## src/sv/sisd_pkg.sv

```systemverilog
// Shared types, codes and the segment decoder for the seven-segment digit formatter.
// No dependencies.
package sisd_pkg;

  localparam int NUM_BCD       = 10;
  localparam int BITS_PER_CELL = 4;
  localparam int NUM_CELLS     = 32 / BITS_PER_CELL;
  localparam int DISP_POSITIONS = 10;

  localparam logic [3:0] CODE_MINUS        = 4'd10;
  localparam logic [3:0] CODE_BLANK        = 4'd11;
  localparam logic [3:0] DIGIT_COUNT_RESET = 4'd8;

  typedef struct packed {
    logic                    neg;
    logic [31:0]             bits;
    logic [NUM_BCD-1:0][3:0] bcd;
  } item_t;

  function automatic logic [6:0] seg_of(input logic [3:0] code);
    logic [6:0] s;
    unique case (code)
      4'd0:       s = 7'b1111110;
      4'd1:       s = 7'b0110000;
      4'd2:       s = 7'b1101101;
      4'd3:       s = 7'b1111001;
      4'd4:       s = 7'b0110011;
      4'd5:       s = 7'b1011011;
      4'd6:       s = 7'b1011111;
      4'd7:       s = 7'b1110000;
      4'd8:       s = 7'b1111111;
      4'd9:       s = 7'b1111011;
      CODE_MINUS: s = 7'b0000001;
      default:    s = 7'b0000000;
    endcase
    return s;
  endfunction

endpackage

```

## src/sv/signed_int_to_seven_segment_digits.sv

```systemverilog
// Signed 32-bit integer to seven-segment digits, top level.
// Depends on sisd_pkg, sisd_cell, sisd_fmt.
//
// Input channel: in_valid/in_ready with value, a two's complement integer.
// Output channel: out_valid/out_ready; each transfer carries one display
// position (leftmost first) with its digit code, segment pattern, overflow
// flag and last on the rightmost position.
// Config: cfg_wr_en writes cfg_wr_data into the digit count (positions in
// use, 0 acts as 1, above 10 acts as 10). Write only while idle.
// The magnitude is converted by a row of eight shift-add-3 cells, four bits
// each; the formatter register then offers the first result.
// Throughput: one result per cycle while out_ready is high; the cell row
// buffers up to eight further values meanwhile.
// Reset clears all valid flags and sets the digit count to 8.
// When the receiver stalls, the current result holds and the cells fill up,
// then in_ready drops.
module signed_int_to_seven_segment_digits
  import sisd_pkg::*;
(
  input  logic        clk,
  input  logic        rst,
  input  logic        cfg_wr_en,
  input  logic [3:0]  cfg_wr_data,
  input  logic        in_valid,
  output logic        in_ready,
  input  logic [31:0] value,
  output logic        out_valid,
  input  logic        out_ready,
  output logic [3:0]  position,
  output logic [3:0]  digit_code,
  output logic [6:0]  segments,
  output logic        overflow,
  output logic        last
);

  logic [3:0] digit_count;
  logic [3:0] used;

  logic  vld [NUM_CELLS+1];
  logic  rdy [NUM_CELLS+1];
  item_t itm [NUM_CELLS+1];

  always_ff @(posedge clk) begin
    if (rst) begin
      digit_count <= DIGIT_COUNT_RESET;
    end else if (cfg_wr_en) begin
      digit_count <= cfg_wr_data;
    end
  end

  always_comb begin
    if (digit_count == 4'd0) begin
      used = 4'd1;
    end else if (digit_count > 4'(DISP_POSITIONS)) begin
      used = 4'(DISP_POSITIONS);
    end else begin
      used = digit_count;
    end
  end

  assign vld[0]      = in_valid;
  assign in_ready    = rdy[0];
  assign itm[0].neg  = value[31];
  assign itm[0].bits = value[31] ? (32'd0 - value) : value;
  assign itm[0].bcd  = '0;

  for (genvar k = 0; k < NUM_CELLS; k++) begin : g_cell
    sisd_cell u_cell (
      .clk      (clk),
      .rst      (rst),
      .up_valid (vld[k]),
      .up_ready (rdy[k]),
      .up_item  (itm[k]),
      .dn_valid (vld[k+1]),
      .dn_ready (rdy[k+1]),
      .dn_item  (itm[k+1])
    );
  end

  sisd_fmt u_fmt (
    .clk        (clk),
    .rst        (rst),
    .used       (used),
    .in_valid   (vld[NUM_CELLS]),
    .in_ready   (rdy[NUM_CELLS]),
    .in_item    (itm[NUM_CELLS]),
    .out_valid  (out_valid),
    .out_ready  (out_ready),
    .position   (position),
    .digit_code (digit_code),
    .segments   (segments),
    .overflow   (overflow),
    .last       (last)
  );

endmodule

```

## src/sv/sisd_cell.sv

```systemverilog
// One conversion cell: shifts four binary bits into the BCD accumulator (shift-add-3).
// Depends on sisd_pkg.
module sisd_cell
  import sisd_pkg::*;
(
  input  logic  clk,
  input  logic  rst,
  input  logic  up_valid,
  output logic  up_ready,
  input  item_t up_item,
  output logic  dn_valid,
  input  logic  dn_ready,
  output item_t dn_item
);

  item_t item_next;

  assign up_ready = !dn_valid || dn_ready;

  always_comb begin
    item_t t;
    t = up_item;
    for (int b = 0; b < BITS_PER_CELL; b++) begin
      for (int d = 0; d < NUM_BCD; d++) begin
        if (t.bcd[d] >= 4'd5) begin
          t.bcd[d] = t.bcd[d] + 4'd3;
        end
      end
      {t.bcd, t.bits} = {t.bcd, t.bits} << 1;
    end
    item_next = t;
  end

  always_ff @(posedge clk) begin
    if (rst) begin
      dn_valid <= 1'b0;
    end else if (up_ready) begin
      dn_valid <= up_valid;
    end
    if (up_ready && up_valid) begin
      dn_item <= item_next;
    end
  end

endmodule

```

## src/sv/sisd_fmt.sv

```systemverilog
// Output formatter: holds one converted value and emits one position per cycle while out_ready is high.
// Depends on sisd_pkg.
module sisd_fmt
  import sisd_pkg::*;
(
  input  logic       clk,
  input  logic       rst,
  input  logic [3:0] used,
  input  logic       in_valid,
  output logic       in_ready,
  input  item_t      in_item,
  output logic       out_valid,
  input  logic       out_ready,
  output logic [3:0] position,
  output logic [3:0] digit_code,
  output logic [6:0] segments,
  output logic       overflow,
  output logic       last
);

  logic                    busy;
  logic [3:0]              idx;
  logic [3:0]              cnt;
  logic [3:0]              nd;
  logic                    neg;
  logic                    ovf;
  logic [NUM_BCD-1:0][3:0] bcd;

  logic [3:0] nd_next;
  logic       ovf_next;
  logic [3:0] from_right;

  always_comb begin
    nd_next = 4'd1;
    for (int d = 0; d < NUM_BCD; d++) begin
      if (in_item.bcd[d] != 4'd0) begin
        nd_next = 4'(d + 1);
      end
    end
    ovf_next = ({1'b0, nd_next} + {4'b0, in_item.neg}) > {1'b0, used};
  end

  assign last      = idx == (cnt - 4'd1);
  assign in_ready  = !busy || (out_ready && last);
  assign out_valid = busy;

  always_ff @(posedge clk) begin
    if (rst) begin
      busy <= 1'b0;
      idx  <= 4'd0;
    end else if (in_ready) begin
      busy <= in_valid;
      idx  <= 4'd0;
    end else if (out_ready) begin
      idx <= idx + 4'd1;
    end
    if (in_ready && in_valid) begin
      cnt <= used;
      nd  <= nd_next;
      neg <= in_item.neg;
      ovf <= ovf_next;
      bcd <= in_item.bcd;
    end
  end

  always_comb begin
    from_right = cnt - 4'd1 - idx;
    if (ovf) begin
      digit_code = CODE_MINUS;
    end else if (from_right < nd) begin
      digit_code = bcd[from_right];
    end else if (from_right == nd && neg) begin
      digit_code = CODE_MINUS;
    end else begin
      digit_code = CODE_BLANK;
    end
  end

  assign position = idx;
  assign segments = seg_of(digit_code);
  assign overflow = ovf;

endmodule

```

## config.mk

```make
export PLATFORM = sky130hd
export DESIGN_NAME = signed_int_to_seven_segment_digits
export DESIGN_NICKNAME = d
export VERILOG_FILES = /design/src/sv/sisd_pkg.sv /design/src/sv/signed_int_to_seven_segment_digits.sv /design/src/sv/sisd_cell.sv /design/src/sv/sisd_fmt.sv
export SDC_FILE = /design/constraint.sdc
export NUM_CORES = 1
export LEC_CHECK = 0
export ABC_AREA = 1
export BUFFER_PORTS_ARGS = -buffer_cell sky130_fd_sc_hd__buf_2
export CAP_MARGIN = 5
export CELL_PAD_IN_SITES_DETAIL_PLACEMENT = 1
export CELL_PAD_IN_SITES_GLOBAL_PLACEMENT = 2
export CORE_ASPECT_RATIO = 0.9
export CORE_MARGIN = 5
export CORE_UTILIZATION = 39
export CTS_CLUSTER_SIZE = 14
export DETAILED_ROUTE_END_ITERATION = 6
export HOLD_SLACK_MARGIN = 0.08
export PLACE_DENSITY = 0.81
export SLEW_MARGIN = 10
export SYNTH_ARGS = -nofsm -noshare
export SYNTH_HDL_FRONTEND = slang
export SYNTH_HIERARCHICAL = 1
export SYNTH_SLANG_ARGS = --single-unit
```

## constraint.sdc

```tcl
create_clock -name clk -period 7.9 [get_ports clk]
set_input_delay 1.58 -clock clk [delete_from_list [all_inputs] [get_ports clk]]
set_output_delay 1.58 -clock clk [all_outputs]
set_load 0.05 [all_outputs]
```

==> impl_metrics.csv <==
group,metric,value,unit
run_status,status,"finished, final reports clean",
floorplanning,ioPinCount,60,
clocking,root_buffer,"clkbuf_16",
timing,rsz0062_at_grt,"false",
place,portBuffers,59,
hold_path,min_path_cells,0,
logic_synthesis,ys_warn_count,6,
clocking,cts_resized,0,
cells_and_area,post-route-util,0.431,
hold_path,min_path_type,"flip-flop to flip-flop",
route,drt-initial-drc-count,1300,
floorplanning,die_y,354,um
floorplanning,die_w,392,um
route,top_layer,"met4",
logic_synthesis,netlist_area,51300,um^2
global_routing,grt_usage,0.183,
hold_path,hold_end,"g_cell[1].u_cell/dn_item[58]",
place,pre_cts_ws,2.26,ns
setup_path,cp-start-kind,"flip-flop",
flow_run,maxCapViolations,0,
logic_synthesis,synthCells,7462,
cells_and_area,drive_gt1_frac,0.160,
floorplanning,core_area,131000,um^2
place,hpwl,106000,um
cells_and_area,nFillCells,17000,
route,drtAntennaViolNets,0,
timing,fin_ws,1.66,ns
timing,slew-limit-headroom,0.296,
setup_path,reg2regPathDepth,23,
place,placed_cell_area,54300,um^2
clocking,clkTransAtPathRegs,0.06,ns
route,wl,127000,um
route,detail_route.wl_per_cell,13.4,um
setup_path,critPathKind,"flip-flop to output pin",
floorplanning,rows,126,
setup_path,worstReg2RegStart,"u_fmt/cnt[0]",
setup_path,r2r-end,"g_cell[1].u_cell/dn_item[71]",
clocking,clkSinkCount,507,
route,wl_met1,56900,um
timing,clock_skew,0.0255,ns
clocking,h-tree-depth,3,
clocking,cts_tree,"done",
floorplanning,dieArea,139000,um^2
route,dr_wl_met2,65200,um
timing,finalHoldViolCount,0,
cells_and_area,area_growth,10.1,%
timing,slew_violations,0,
route,vias_per_cell,4.80,
setup_path,cp.arrival,4.66,ns
clocking,cts_hold_buf,0,
setup_path,crit_path_end_kind,"output pin",
cells_and_area,final_nets,8021,
route,wl_met3,2540,um
hold_path,holdCritStartpoint,"g_cell[0].u_cell/dn_item[54]",
clocking,cts_setup_buffers,0,
timing,min_period,6.24,ns
route,drc_errors,0,
setup_path,r2r_slack,3.08,ns
place,place_congestion,0.810,
global_routing,grt_max_degree,62,
route,drtPass1Iterations,4,
global_routing,antenna_found_initial,0,
cells_and_area,fin_area,56500,um^2
setup_path,cp.required,6.32,ns
route,vias,45500,
clocking,cts_buffers,68,
timing,tightest_slew,1.04,ns
global_routing,first_global_vias,46300,
logic_synthesis,syn_avg_cell_area,6.87,um^2
timing,min_period_over_period,0.790,
timing,finalSetupTns,0,ns
cells_and_area,antennaDiodeCount,0,
global_routing,grt_pass1_wl,216000,um
clocking,clock_latency,0.65,ns
setup_path,cp_max_fo,11,
floorplanning,start_util,0.392,
timing,clock.fmax,160,MHz
clocking,cts_max_path_buffers,3,
global_routing,gr-total-overflow,0,
timing,setup_viol,0,
## how the worst max path moves through the flow
stage	end	startpoint	slack, ns	cells past startpoint
6_report	segments[1]	u_fmt/cnt[0]	1.66	21
5_1_grt	segments[1]	u_fmt/cnt[0]	1.25	20
4_1_cts	segments[1]	u_fmt/cnt[0]	1.56	21
3_5_place_dp	in_ready	out_ready	2.26	20
3_3_place_gp	in_ready	out_ready	2.31	20
2_1_floorplan	g_cell[0].u_cell/dn_item[0]	u_fmt/position[2]	0.97	22
## critical path, stage by stage, from the launching register on
cell	delay [ns]
edfxtp_1	0.41
inv_1	0.10
ha_1	0.27
fa_1	0.74
inv_1	0.30
ha_1	0.38
inv_1	0.04
nor2_1	0.07
o21ai_0	0.07
nand3_1	0.19
inv_1	0.10
nor2_1	0.10
nor2_1	0.05
nand2_1	0.20
inv_1	0.11
ha_1	0.20
inv_1	0.07
nand4_1	0.13
nand2_1	0.10
nand2_1	0.05
nand2_1	0.05
buf_2	0.26
## sequential cells by signal, summed over array words and instances (netlist names), 4 cells and up
| signal | flops |
|---|---|
| u_fmt/position | 4 |
| u_fmt/nd | 4 |
| u_fmt/bcd | 40 |
| u_fmt/cnt | 4 |
| g_cell.u_cell/dn_valid | 8 |
| digit_count | 4 |
| g_cell.u_cell/dn_item | 440 |
## placed cells by master, fill, tap and decap left out, types with 16 or more instances in the layout
cell type and count:
o21ai_2 96, o21ai_0 150, nand2_1 2732, nand3_4 34, dfxtp_1 17, inv_1 1269, xor2_2 17, nor2_1 178
conb_1 112, buf_2 59, clkbuf_16 68, nand3_1 682, nor2_2 35, nand3b_1 50, o211ai_1 16, o21ai_1 100
nand3_2 211, clkinv_1 17, edfxtp_1 490, xnor2_1 68, o21ai_4 24, and2_1 16, xor2_1 55, a21oi_1 93
inv_2 115, a21oi_4 17, nand2_4 98, nand4_1 142, ha_1 278, nand2_2 385, nor2_4 19
## through the flow
step / hold slack (ns) / instances
after CTS: 0.406 / 9481
after floorplan: 0.400 / 7573
after global placement: 0.401 / 9359
final: 0.397 / 9481
after global routing: 0.419 / 9481
after detailed placement: 0.406 / 9359
## metal layers
layer  vias up  GRT usage
met5         -          0
met4         0     0.0385
met3       126     0.0235
met2       200      0.350
met1     21100      0.216
li1      24100          -
## cell type report
cell class	instances	area (um^2)	share of cell area
multi-input combinational	5662	31400	0.557
clock inverter	36	397	0.00703
sequential	507	15100	0.267
clock buffer	86	1800	0.0319
inverter	1393	5230	0.0927
tap	1728	2160	0.0383
timing repair buffer	69	370	0.00656
Power is not shown: default switching activity piles up to over one toggle a cycle in this logic, so the estimate is an artifact.
